$ cat config.mk
export PLATFORM = sky130hd
export DESIGN_NAME = sensitive_path_classifier
export DESIGN_NICKNAME = d
export VERILOG_FILES = /design/src/spc_pkg.sv /design/src/spc_classify.sv /design/src/sensitive_path_classifier.sv
export SDC_FILE = /design/constraint.sdc
export NUM_CORES = 1
export LEC_CHECK = 0
export BUFFER_PORTS_ARGS = -buffer_cell sky130_fd_sc_hd__buf_2
export CAP_MARGIN = 20
export CORE_UTILIZATION = 40
export CTS_BUF_LIST = sky130_fd_sc_hd__clkbuf_16
export CTS_CLUSTER_DIAMETER = 120
export DETAILED_ROUTE_END_ITERATION = 12
export GPL_TIMING_DRIVEN = 0
export SKIP_CTS_REPAIR_TIMING = 1
export SYNTH_ARGS = -nofsm -noshare
export SYNTH_HDL_FRONTEND = slang
export SYNTH_SLANG_ARGS = --single-unit
$ cat constraint.sdc
create_clock -name clk -period 9 [get_ports clk]
set_input_delay 1.35 -clock clk [delete_from_list [all_inputs] [get_ports clk]]
set_output_delay 1.35 -clock clk [all_outputs]
set_load 0.02 [all_outputs]
$ cat src/spc_pkg.sv
// Shared types and constants for the sensitive path classifier.
// Holds the prefix and suffix pattern tables, class codes and the scan flag struct.
// No dependencies.
`default_nettype none

package spc_pkg;

  localparam int WIN_DEPTH       = 22;
  localparam int PREFIX_DEPTH    = 24;
  localparam int N_PREFIX        = 11;
  localparam int PID_SLASH_FIRST = 7;
  localparam int PID_SLASH_LAST  = 18;
  localparam int WANTS_MIN_KEPT  = 29;

  localparam logic [7:0] CHAR_NUL   = 8'h00;
  localparam logic [7:0] CHAR_SLASH = 8'h2F;

  typedef logic [WIN_DEPTH-1:0][7:0]    window_t;
  typedef logic [PREFIX_DEPTH-1:0][7:0] prefix_text_t;

  localparam int PX_PROC    = 0;
  localparam int PX_CRON    = 1;
  localparam int PX_ATJOBS  = 2;
  localparam int PX_ATSPOOL = 3;
  localparam int PX_AT      = 4;
  localparam int PX_ETCSYS  = 5;
  localparam int PX_LIBSYS  = 6;
  localparam int PX_USRSYS  = 7;
  localparam int PX_SUDO    = 8;
  localparam int PX_SHADOW  = 9;
  localparam int PX_PASSWD  = 10;

  // Text is right-justified, so character j of a prefix of length L sits in entry L-1-j.
  localparam prefix_text_t PX_TEXT [N_PREFIX] = '{
    "/proc/",
    "/etc/cron",
    "/var/spool/cron/atjobs/",
    "/var/spool/cron/atspool/",
    "/var/spool/at/",
    "/etc/systemd/system/",
    "/lib/systemd/system/",
    "/usr/lib/systemd/system/",
    "/etc/sudoers",
    "/etc/shadow",
    "/etc/passwd"
  };

  localparam int PX_LEN [N_PREFIX] = '{6, 9, 23, 24, 14, 20, 20, 24, 12, 11, 11};

  // Suffix patterns: entry k matches window entry k, the newest character being entry 0.
  localparam window_t SFX_TIMER = ".timer";
  localparam window_t SFX_MEM   = "/mem";
  localparam window_t SFX_MAPS  = "/maps";
  localparam window_t SFX_USER  = "/.config/systemd/user/";
  localparam window_t SFX_WANTS = "timers.target.wants/";

  localparam int LEN_TIMER = 6;
  localparam int LEN_MEM   = 4;
  localparam int LEN_MAPS  = 5;
  localparam int LEN_USER  = 22;
  localparam int LEN_WANTS = 20;

  typedef enum logic [2:0] {
    KIND_NONE = 3'd0,
    KIND_MAPS = 3'd1,
    KIND_MEM  = 3'd2,
    KIND_CRON = 3'd3,
    KIND_AT   = 3'd4
  } kind_t;

  typedef enum logic [6:0] {
    PH_SEARCH = 7'b0000001,
    PH_SEEN1  = 7'b0000010,
    PH_SEEN2  = 7'b0000100,
    PH_SEEN3  = 7'b0001000,
    PH_SEEN4  = 7'b0010000,
    PH_MAPS   = 7'b0100000,
    PH_DEAD   = 7'b1000000
  } phase_t;

  typedef struct packed {
    logic [N_PREFIX-1:0] alive;
    phase_t              phase;
    logic                user_seen;
    logic                wants_seen;
  } scan_flags_t;

  // True if the newest len window entries spell the pattern.
  function automatic logic tail_match(window_t w, window_t pat, int len);
    logic hit;
    hit = 1'b1;
    for (int k = 0; k < WIN_DEPTH; k++) begin
      if (k < len && w[k] != pat[k]) begin
        hit = 1'b0;
      end
    end
    return hit;
  endfunction

endpackage

`default_nettype wire

$ cat src/spc_classify.sv
// Final classification of a finished path from the scan state.
// Depends on spc_pkg for the pattern tables, flag struct and class codes.
`default_nettype none

module spc_classify
  import spc_pkg::*;
#(
  parameter int CW = 6
) (
  input  wire logic [CW-1:0] count,
  input  wire window_t       win,
  input  wire scan_flags_t   flags,
  output kind_t              kind
);

  logic [N_PREFIX-1:0] px_hit;
  logic                proc_ok;
  logic                timer;
  logic                mem_tail;
  logic                unit;
  logic [31:0]         cnt;

  always_comb begin
    cnt = 32'(count);
    for (int i = 0; i < N_PREFIX; i++) begin
      px_hit[i] = flags.alive[i] && (cnt >= 32'(PX_LEN[i]));
    end
    proc_ok  = px_hit[PX_PROC];
    timer    = (cnt >= 32'(LEN_TIMER)) && tail_match(win, SFX_TIMER, LEN_TIMER);
    mem_tail = (cnt >= 32'(LEN_MEM)) && tail_match(win, SFX_MEM, LEN_MEM);
    unit     = px_hit[PX_ETCSYS] || px_hit[PX_LIBSYS] || px_hit[PX_USRSYS] ||
               flags.user_seen || (flags.wants_seen && cnt >= 32'(WANTS_MIN_KEPT));

    if (proc_ok && flags.phase == PH_MAPS) begin
      kind = KIND_MAPS;
    end else if (proc_ok && flags.phase == PH_SEEN4 && mem_tail) begin
      kind = KIND_MEM;
    end else if (px_hit[PX_ATJOBS] || px_hit[PX_ATSPOOL] || px_hit[PX_AT]) begin
      kind = KIND_AT;
    end else if (px_hit[PX_CRON] || (timer && unit) || px_hit[PX_SUDO] ||
                 px_hit[PX_SHADOW] || px_hit[PX_PASSWD]) begin
      kind = KIND_CRON;
    end else begin
      kind = KIND_NONE;
    end
  end

endmodule

`default_nettype wire

$ cat src/sensitive_path_classifier.sv
// A terminating byte is held in the input byte register, and its classification is
// then written into the result register once that register is free to take it.
// Throughput: one path byte per cycle, unless a terminating byte waits for a stalled
// result; the scan state is updated by a single pass between the input byte register
// and the result register. Reset: synchronous active-low rst_n empties both registers
// and clears the scan state; the block can take a byte as soon as rst_n is deasserted.
// Depends on spc_pkg and spc_classify.
`default_nettype none

module sensitive_path_classifier
  import spc_pkg::*;
#(
  parameter int MAX_NAME_CHARS        = 63,
  parameter int SUBSTRING_START_LIMIT = 40
) (
  input  wire logic       clk,
  input  wire logic       rst_n,
  input  wire logic       in_valid,
  output logic            in_stall,
  input  wire logic [7:0] in_path_byte,
  output logic            out_valid,
  input  wire logic       out_stall,
  output logic [2:0]      out_match_kind,
  output logic [5:0]      out_name_length
);

  localparam int CW = $clog2(MAX_NAME_CHARS + 1);

  logic          byte_vld_r, byte_vld_nxt;
  logic [7:0]    byte_r;
  logic [CW-1:0] count_r, count_nxt;
  window_t       win_r, win_nxt;
  scan_flags_t   flags_r, flags_nxt;
  logic          out_valid_r, out_valid_nxt;
  kind_t         out_kind_r;
  logic [5:0]    out_len_r;

  logic          is_term;
  logic          out_free;
  logic          consume;
  kind_t         kind;
  logic [31:0]   pos;
  logic [31:0]   cnt_new;
  logic [4:0]    px_idx;
  window_t       win_shift;

  spc_classify #(
    .CW(CW)
  ) u_classify (
    .count(count_r),
    .win  (win_r),
    .flags(flags_r),
    .kind (kind)
  );

  assign is_term  = (byte_r == CHAR_NUL);
  assign out_free = !out_valid_r || !out_stall;
  assign consume  = byte_vld_r && (!is_term || out_free);
  assign in_stall = byte_vld_r && !consume;

  always_comb begin
    count_nxt = count_r;
    win_nxt   = win_r;
    flags_nxt = flags_r;
    pos       = 32'(count_r);
    cnt_new   = pos + 32'd1;
    win_shift = {win_r[WIN_DEPTH-2:0], byte_r};
    px_idx    = '0;
    if (consume) begin
      if (is_term) begin
        count_nxt  = '0;
        flags_nxt.alive      = '1;
        flags_nxt.phase      = PH_SEARCH;
        flags_nxt.user_seen  = 1'b0;
        flags_nxt.wants_seen = 1'b0;
      end else if (pos < 32'(MAX_NAME_CHARS)) begin
        win_nxt   = win_shift;
        count_nxt = count_r + CW'(1);
        for (int i = 0; i < N_PREFIX; i++) begin
          px_idx = 5'(PX_LEN[i] - 1 - int'(pos[7:0]));
          if (pos < 32'(PX_LEN[i]) && PX_TEXT[i][px_idx] != byte_r) begin
            flags_nxt.alive[i] = 1'b0;
          end
        end
        case (flags_r.phase)
          PH_SEARCH: begin
            if (pos inside {[PID_SLASH_FIRST:PID_SLASH_LAST]} && byte_r == CHAR_SLASH) begin
              flags_nxt.phase = PH_SEEN1;
            end else if (pos >= 32'(PID_SLASH_LAST)) begin
              flags_nxt.phase = PH_DEAD;
            end
          end
          PH_SEEN1: flags_nxt.phase = PH_SEEN2;
          PH_SEEN2: flags_nxt.phase = PH_SEEN3;
          PH_SEEN3: flags_nxt.phase = PH_SEEN4;
          PH_SEEN4: begin
            if (tail_match(win_shift, SFX_MAPS, LEN_MAPS)) begin
              flags_nxt.phase = PH_MAPS;
            end else begin
              flags_nxt.phase = PH_DEAD;
            end
          end
          default: flags_nxt.phase = flags_r.phase;
        endcase
        if (cnt_new >= 32'(LEN_USER) &&
            cnt_new <= 32'(SUBSTRING_START_LIMIT + LEN_USER) &&
            tail_match(win_shift, SFX_USER, LEN_USER)) begin
          flags_nxt.user_seen = 1'b1;
        end
        if (cnt_new >= 32'(LEN_WANTS) &&
            cnt_new <= 32'(SUBSTRING_START_LIMIT + LEN_WANTS) &&
            tail_match(win_shift, SFX_WANTS, LEN_WANTS)) begin
          flags_nxt.wants_seen = 1'b1;
        end
      end
    end
  end

  always_comb begin
    byte_vld_nxt = byte_vld_r;
    if (in_valid && !in_stall) begin
      byte_vld_nxt = 1'b1;
    end else if (consume) begin
      byte_vld_nxt = 1'b0;
    end
    out_valid_nxt = out_valid_r;
    if (consume && is_term) begin
      out_valid_nxt = 1'b1;
    end else if (!out_stall) begin
      out_valid_nxt = 1'b0;
    end
  end

  always_ff @(posedge clk) begin
    if (!rst_n) begin
      byte_vld_r  <= 1'b0;
      out_valid_r <= 1'b0;
      count_r     <= '0;
      flags_r.alive      <= '1;
      flags_r.phase      <= PH_SEARCH;
      flags_r.user_seen  <= 1'b0;
      flags_r.wants_seen <= 1'b0;
    end else begin
      byte_vld_r  <= byte_vld_nxt;
      out_valid_r <= out_valid_nxt;
      count_r     <= count_nxt;
      flags_r     <= flags_nxt;
    end
  end

  always_ff @(posedge clk) begin
    win_r <= win_nxt;
    if (in_valid && !in_stall) begin
      byte_r <= in_path_byte;
    end
    if (consume && is_term) begin
      out_kind_r <= kind;
      out_len_r  <= 6'(count_r);
    end
  end

  assign out_valid       = out_valid_r;
  assign out_match_kind  = out_kind_r;
  assign out_name_length = out_len_r;

endmodule

`default_nettype wire

[Yosys cells after proc, flatten, opt, wreduce, memory -nomap -nowiden]
Memories as Yosys holds them, arrays and structs flattened.
Cells that the tools add are included.
Word-level totals
  register bits: 213
  bits in read-only memories: 2816
  input bits: 12
  output and inout port bits: 11
  logic and storage cells: 361
  memories: 11
Cells by class
  add/sub/neg operators: 10
  $lt $le $gt $ge: 34
  equal/unequal tests: 68
  muxes and demuxes: 105
  bitwise gates (word level): 1
  reductions and logical operators: 90
Memories
  (no name shown): depth 32, bits a word 8, rd ports 1, clocked after Yosys merged registers in 0, wr ports 0, RTL line sensitive_path_classifier.sv:81  | if (pos < 32'(PX_LEN[i]) && PX_TEXT[i][px_idx] != byte_r) begin
  (no name shown): depth 32, bits a word 8, rd ports 1, clocked after Yosys merged registers in 0, wr ports 0, RTL line sensitive_path_classifier.sv:81
  (no name shown): depth 32, bits a word 8, rd ports 1, clocked after Yosys merged registers in 0, wr ports 0, RTL line sensitive_path_classifier.sv:81
  (no name shown): depth 32, bits a word 8, rd ports 1, clocked after Yosys merged registers in 0, wr ports 0, RTL line sensitive_path_classifier.sv:81
  (no name shown): depth 32, bits a word 8, rd ports 1, clocked after Yosys merged registers in 0, wr ports 0, RTL line sensitive_path_classifier.sv:81
  (no name shown): depth 32, bits a word 8, rd ports 1, clocked after Yosys merged registers in 0, wr ports 0, RTL line sensitive_path_classifier.sv:81
  +5 memories
Operator list (count)
  $ne 8x7->1 const B: 40
  $mux 8: 11
  $ne 8x8->1: 11
  $mux 1: 83
  $ne 8x6->1 const B: 8
  $lt 5x6->1 const B: 8
  $reduce_and 3->1: 14
  $mux 20: 2
  $logic_and 1x1->1: 39
  $pmux 7 s5: 1
  $ge 6x5->1 const B: 5
  $reduce_bool 2->1: 15
  $ge 6x4->1 const B: 4
  $lt 6x4->1 const B: 4
  $mux 7: 3
  $sub 4x5->5 const A: 4
  $ge 6x3->1 const B: 3
  $lt 6x5->1 const B: 3
  $sub 5x5->5 const A: 3
  $ge 7x5->1 const B: 2
  $le 7x6->1 const B: 2
  $logic_or 1x1->1: 12
  $mux 6: 2
  $eq 8x6->1 const B: 1
  23 further kinds: 28

[Logic depth before layout (Yosys ltp)]
  depth in word-level cells: 30
  depth in mapped cells: 13
  mapped depth without buffers: 11

[By module]
From an unflattened synthesis, not the netlist that was laid out.
Second synthesis, totals
  cell total of the unflattened synthesis: 1033
  area, all modules: 11760.0 sq um
Modules (own cells, without submodules)
  sensitive_path_classifier: times used 1, cells an instance 977, area an instance 11343.4 sq um, sequential area each 6356.1 sq um
  spc_classify: times used 1, cells an instance 56, area an instance 416.6 sq um, sequential area each 0.0 sq um

[Worst setup path before layout]
OpenSTA, ideal clock, no wires.
  kind: register to register
  from: reg count_r[2]
  to: reg flags_r[17] (netlist name)
  library setup time: 0.122 ns
  arrival time: 6.780 ns
  required time: 8.878 ns
  slack: 2.098 ns
  stages on the path, launching flop included: 8
  path buffers: 0
  clock period less this slack: 6.902 ns
  cell sequence: dfxtp_1 ha_1 and4_4 a211oi_4 a31oi_1 nor2_1 inv_1 o32a_1
Between the ends
  cells in the longest elaborated chain, start to end: 7
  elaborated cells between the ends (all ways): 10
  those cells by class: add/sub (1); order compare (2); eq/ne (1); mux (1); reduce/logical (4); memory (1)
Ends and longest elaborated chain
  start: declaration: RTL line sensitive_path_classifier.sv:31  | logic [CW-1:0] count_r, count_nxt;
  start signal: assignment: RTL line sensitive_path_classifier.sv:146  | count_r <= count_nxt;
  $sub 4x5->5: RTL line sensitive_path_classifier.sv:80  | px_idx = 5'(PX_LEN[i] - 1 - int'(pos[7:0]));
  $mem_v2 32x8
  $mux 8 (implied by the code): RTL line sensitive_path_classifier.sv:81
  $ne 8x8->1: RTL line sensitive_path_classifier.sv:81
  $logic_and 1x1->1: RTL line sensitive_path_classifier.sv:81
  $reduce_bool 2->1 (no source line)
  $reduce_and 3->1 (no source line) (*)
  end signal: assignment: RTL line sensitive_path_classifier.sv:147  | flags_r <= flags_nxt;
  end: declaration: RTL line sensitive_path_classifier.sv:33  | scan_flags_t flags_r, flags_nxt;
Every way passes the cells marked *; elsewhere a longest branch is shown, timed or not. The select of a mux whose other input is x is not followed.
A chain may end at the register's enable or synchronous reset.

[Final worst setup path]
  from: reg count_r[1]
  to: reg flags_r[17] (netlist name)
The elaborated chain is that of the path after synthesis.

==> impl_metrics.csv <==
group,metric,value,unit
timing,fmax,0.220,GHz
drt,drt_iter0_markers,993,
floorplan,dieArea,29300,µm²
setup_path,crit_path_max_incr_delay,0.83,ns
timing,timing.final.ws_setup,4.45,ns
finish,area_delta_synth_final,13.2,%
run,drv_cap,0,
clock_tree,insertion_delay,0.49,ns
setup_path,critPathLaunch,"count_r[1]",
timing,fin_crit_sh,50.5,%
clock_tree,clk_pin_slew,0.07,ns
pwr,leakage,4.40,nW
setup_path,cp-end-kind,"register",
synth,ys_ff_latch,213,
setup_path,cp_max_fo,15,
synth,synth_area,11400,µm²
setup_path,worstPathRequired,9.44,ns
timing,setup_viol,0,
setup_path,worst-setup-path-type,"register to register",
timing,tightest_slew,1.10,ns
global_routing,grt_usage,23.0,%
hold_path,worstHoldEndpoint,"win_r[102]",
clock_tree,numCtsBuffers,21,
global_routing,grt-ovfl-total,0,
setup_path,critPathArrivalTime,4.98,ns
hold_path,hp-start,"win_r[94]",
drt,wl_per_cell,22.7,µm
finish,antennaDiodeCount,0,
placement,gp_routability_congestion,0.946,
setup_path,slowest_stage,"dfxtp_1",
finish,layout_common_cells,"edfxtp_1 (185), nand2_1 (73), a21oi_1 (62), nor2_1 (58), buf_2 (42)",
synth,synth_edf_count,185,
global_routing,grt_antenna_before_repair,2,
drt,antenna_left,0,
setup_path,rr_worst_depth,11,
placement,hpwl,24.2,mm
synth,yosysWarnings,0,
finish,fillers,2629,
floorplan,fp.dieW,171,µm
drt,routed_wl,33.3,mm
finish,final_layout_size_suffix_gt1_share,10.6,%
floorplan,num_io_pins,23,
drt,dr.pass1.iters,5,
synth,synth_area_per_cell,11.2,µm²
placement,dp_cells,1428,
floorplan,core_area,27900,µm²
timing,setup_tns,0,ns
hold_path,hold_depth,0,
clock_tree,cts_sinks,213,
clock_tree,cts.path.max_buffers,3,
finish,fin_util,46.3,%
clock_tree,root_buffer,"clkbuf_16",
synth,synth_cell_types,93,
floorplan,die_h,171,µm
global_routing,first_global_vias,8444,
setup_path,worst-r2r-setup-slack,4.45,ns
run_status,outcome,"finished clean",
setup_path,r2r-end,"flags_r[17]",
timing,fin_crit,4.55,ns
setup_path,startpoint_type,"register",
clock_tree,cts_tree,"yes",
timing,clock-skew-final,0.00972,ns
finish,final_cells,1468,
global_routing,grt_start_max_net_pins,21,
clock_tree,htree_levels,1,
setup_path,path_common_cell,"nand2_1",
timing,relSlewSlack,26.5,%
finish,nets,1123,
placement,port_buffers,22,
setup_path,cp_top_family,"buffers and inverters",
synth,postSynthCellCount,1017,
synth,ys_seq_area_share,53.5,%
drt,route.detailed.drc,0,
timing,hold_viol,0,
hold_path,hp-class,"register to register",
synth,async_flop_share,0,%
floorplan,start_util,40.9,%
placement,place_ws,4.35,ns
pwr,ir_worst_vdd,0.150,mV
finish,layout_commonest_cell,"edfxtp_1",
global_routing,grt_pass1_wl,50.5,mm
synth,synth_ff_type,"edfxtp_1",
drt,via_per_inst,5.95,
drt,num_vias,8739,
synth,synth_nets,1065,
setup_path,crit_buf_inv,4,
pwr,p_per_area,172,nW/µm²
timing,rsz0062_at_grt,"no",
setup_path,crit_chain,"buf_2 > inv_2 > ha_1 > clkbuf_1 > buf_1 > nand2_1 > o22ai_1 > nand2_1 > xnor2_1 > nor4_1 > o32a_1",
timing,slew_viol_final,0,
setup_path,r2r-start,"count_r[1]",
floorplan,num_rows,61,
timing,hold_ws,0.436,ns
-- per-layer routing --
layer  GRT usage (%)  share of wire, %
met1            31.5                44
met2            36.2                45
met3            3.38               6.2
met4            10.1               4.3
met5               0             0.027
-- cell type report --
type                            instances  area, µm²  area share (%)
Timing Repair Buffer                   35        358            2.77
Buffer                                 61        273            2.11
Multi-Input combinational cell        717       4930            38.1
Clock buffer                           21        526            4.06
Clock inverter                         17        150            1.16
Tap cell                              378        473            3.66
Sequential cell                       213       6120            47.3
Inverter                               26        111           0.861
-- Yosys cell counts (13+ instances only) --
master	n	area, µm²
dfxtp_1	28	561
edfxtp_1	185	5560
o21ai_0	23	115
nor2_1	58	218
nand2_1	73	274
nor2b_1	21	131
nor4_1	13	81.3
nand4_1	28	175
nor3_1	26	130
a21oi_1	62	310
inv_1	19	71.3
o211ai_1	17	128
buf_2	20	100
ha_1	36	450
nand3_1	26	130
xor2_1	25	219
xnor2_1	37	324
o21ai_1	19	95.1
nand2b_1	19	119
mux2i_1	19	190
clkbuf_1	31	116
-- worst max path at each step --
stage | endpoint | slack (ns) | cells after the start
floorplan | flags_r[17] | 2.10 | 7
global placement | flags_r[11] | -1.02 | 7
detailed placement | flags_r[11] | 4.35 | 11
CTS | flags_r[11] | 4.34 | 11
global route | flags_r[17] | 4.39 | 11
finish | flags_r[17] | 4.45 | 11
-- per-stage QoR --
stage,power (mW),cell area [µm²]
after floorplan,1.31,11400
after global placement,1.38,12000
after detailed placement,1.38,12200
after CTS,2.24,12900
after global routing,2.30,12900
final,2.23,12900
-- cells by family after synthesis --
| family | count (synthesis) | synth area share (%) |
|---|---|---|
| multiplexers | 21 | 1.96 |
| adder cells (fa/ha/maj) | 36 | 3.94 |
| AND/OR/NAND/NOR | 364 | 18.6 |
| flip-flops | 213 | 53.5 |
| AO/OA/AOI/OAI | 234 | 13.9 |
| XOR/XNOR | 62 | 4.75 |
| buffers and inverters | 87 | 3.36 |
-- sequential cells by signal (all words and copies together), names as in the netlist --
register         count
count_r              6
byte_vld_r           1
out_name_length      6
out_valid            1
win_r              168
flags_r             20
byte_r               8
out_match_kind       3
-- power breakdown --
part | internal (mW) | switching (mW) | total, mW | leakage, nW
clock | 0.489 | 0.368 | 0.857 | 0.348
combinational | 0.0854 | 0.141 | 0.227 | 2.08
sequential | 1.11 | 0.0272 | 1.14 | 1.97
total | 1.69 | 0.537 | 2.23 | 4.40
-- worst register-to-register path, delay by kind of cell, from the launching register on --
family | cells | cell delay, ns
AO/OA/AOI/OAI | 2 | 0.45
XOR/XNOR | 1 | 0.12
adder cells (fa/ha/maj) | 1 | 0.32
buffers and inverters | 4 | 1.71
flip-flops | 1 | 0.83
AND/OR/NAND/NOR | 3 | 1.05
Power figures use the tool's default switching activity.
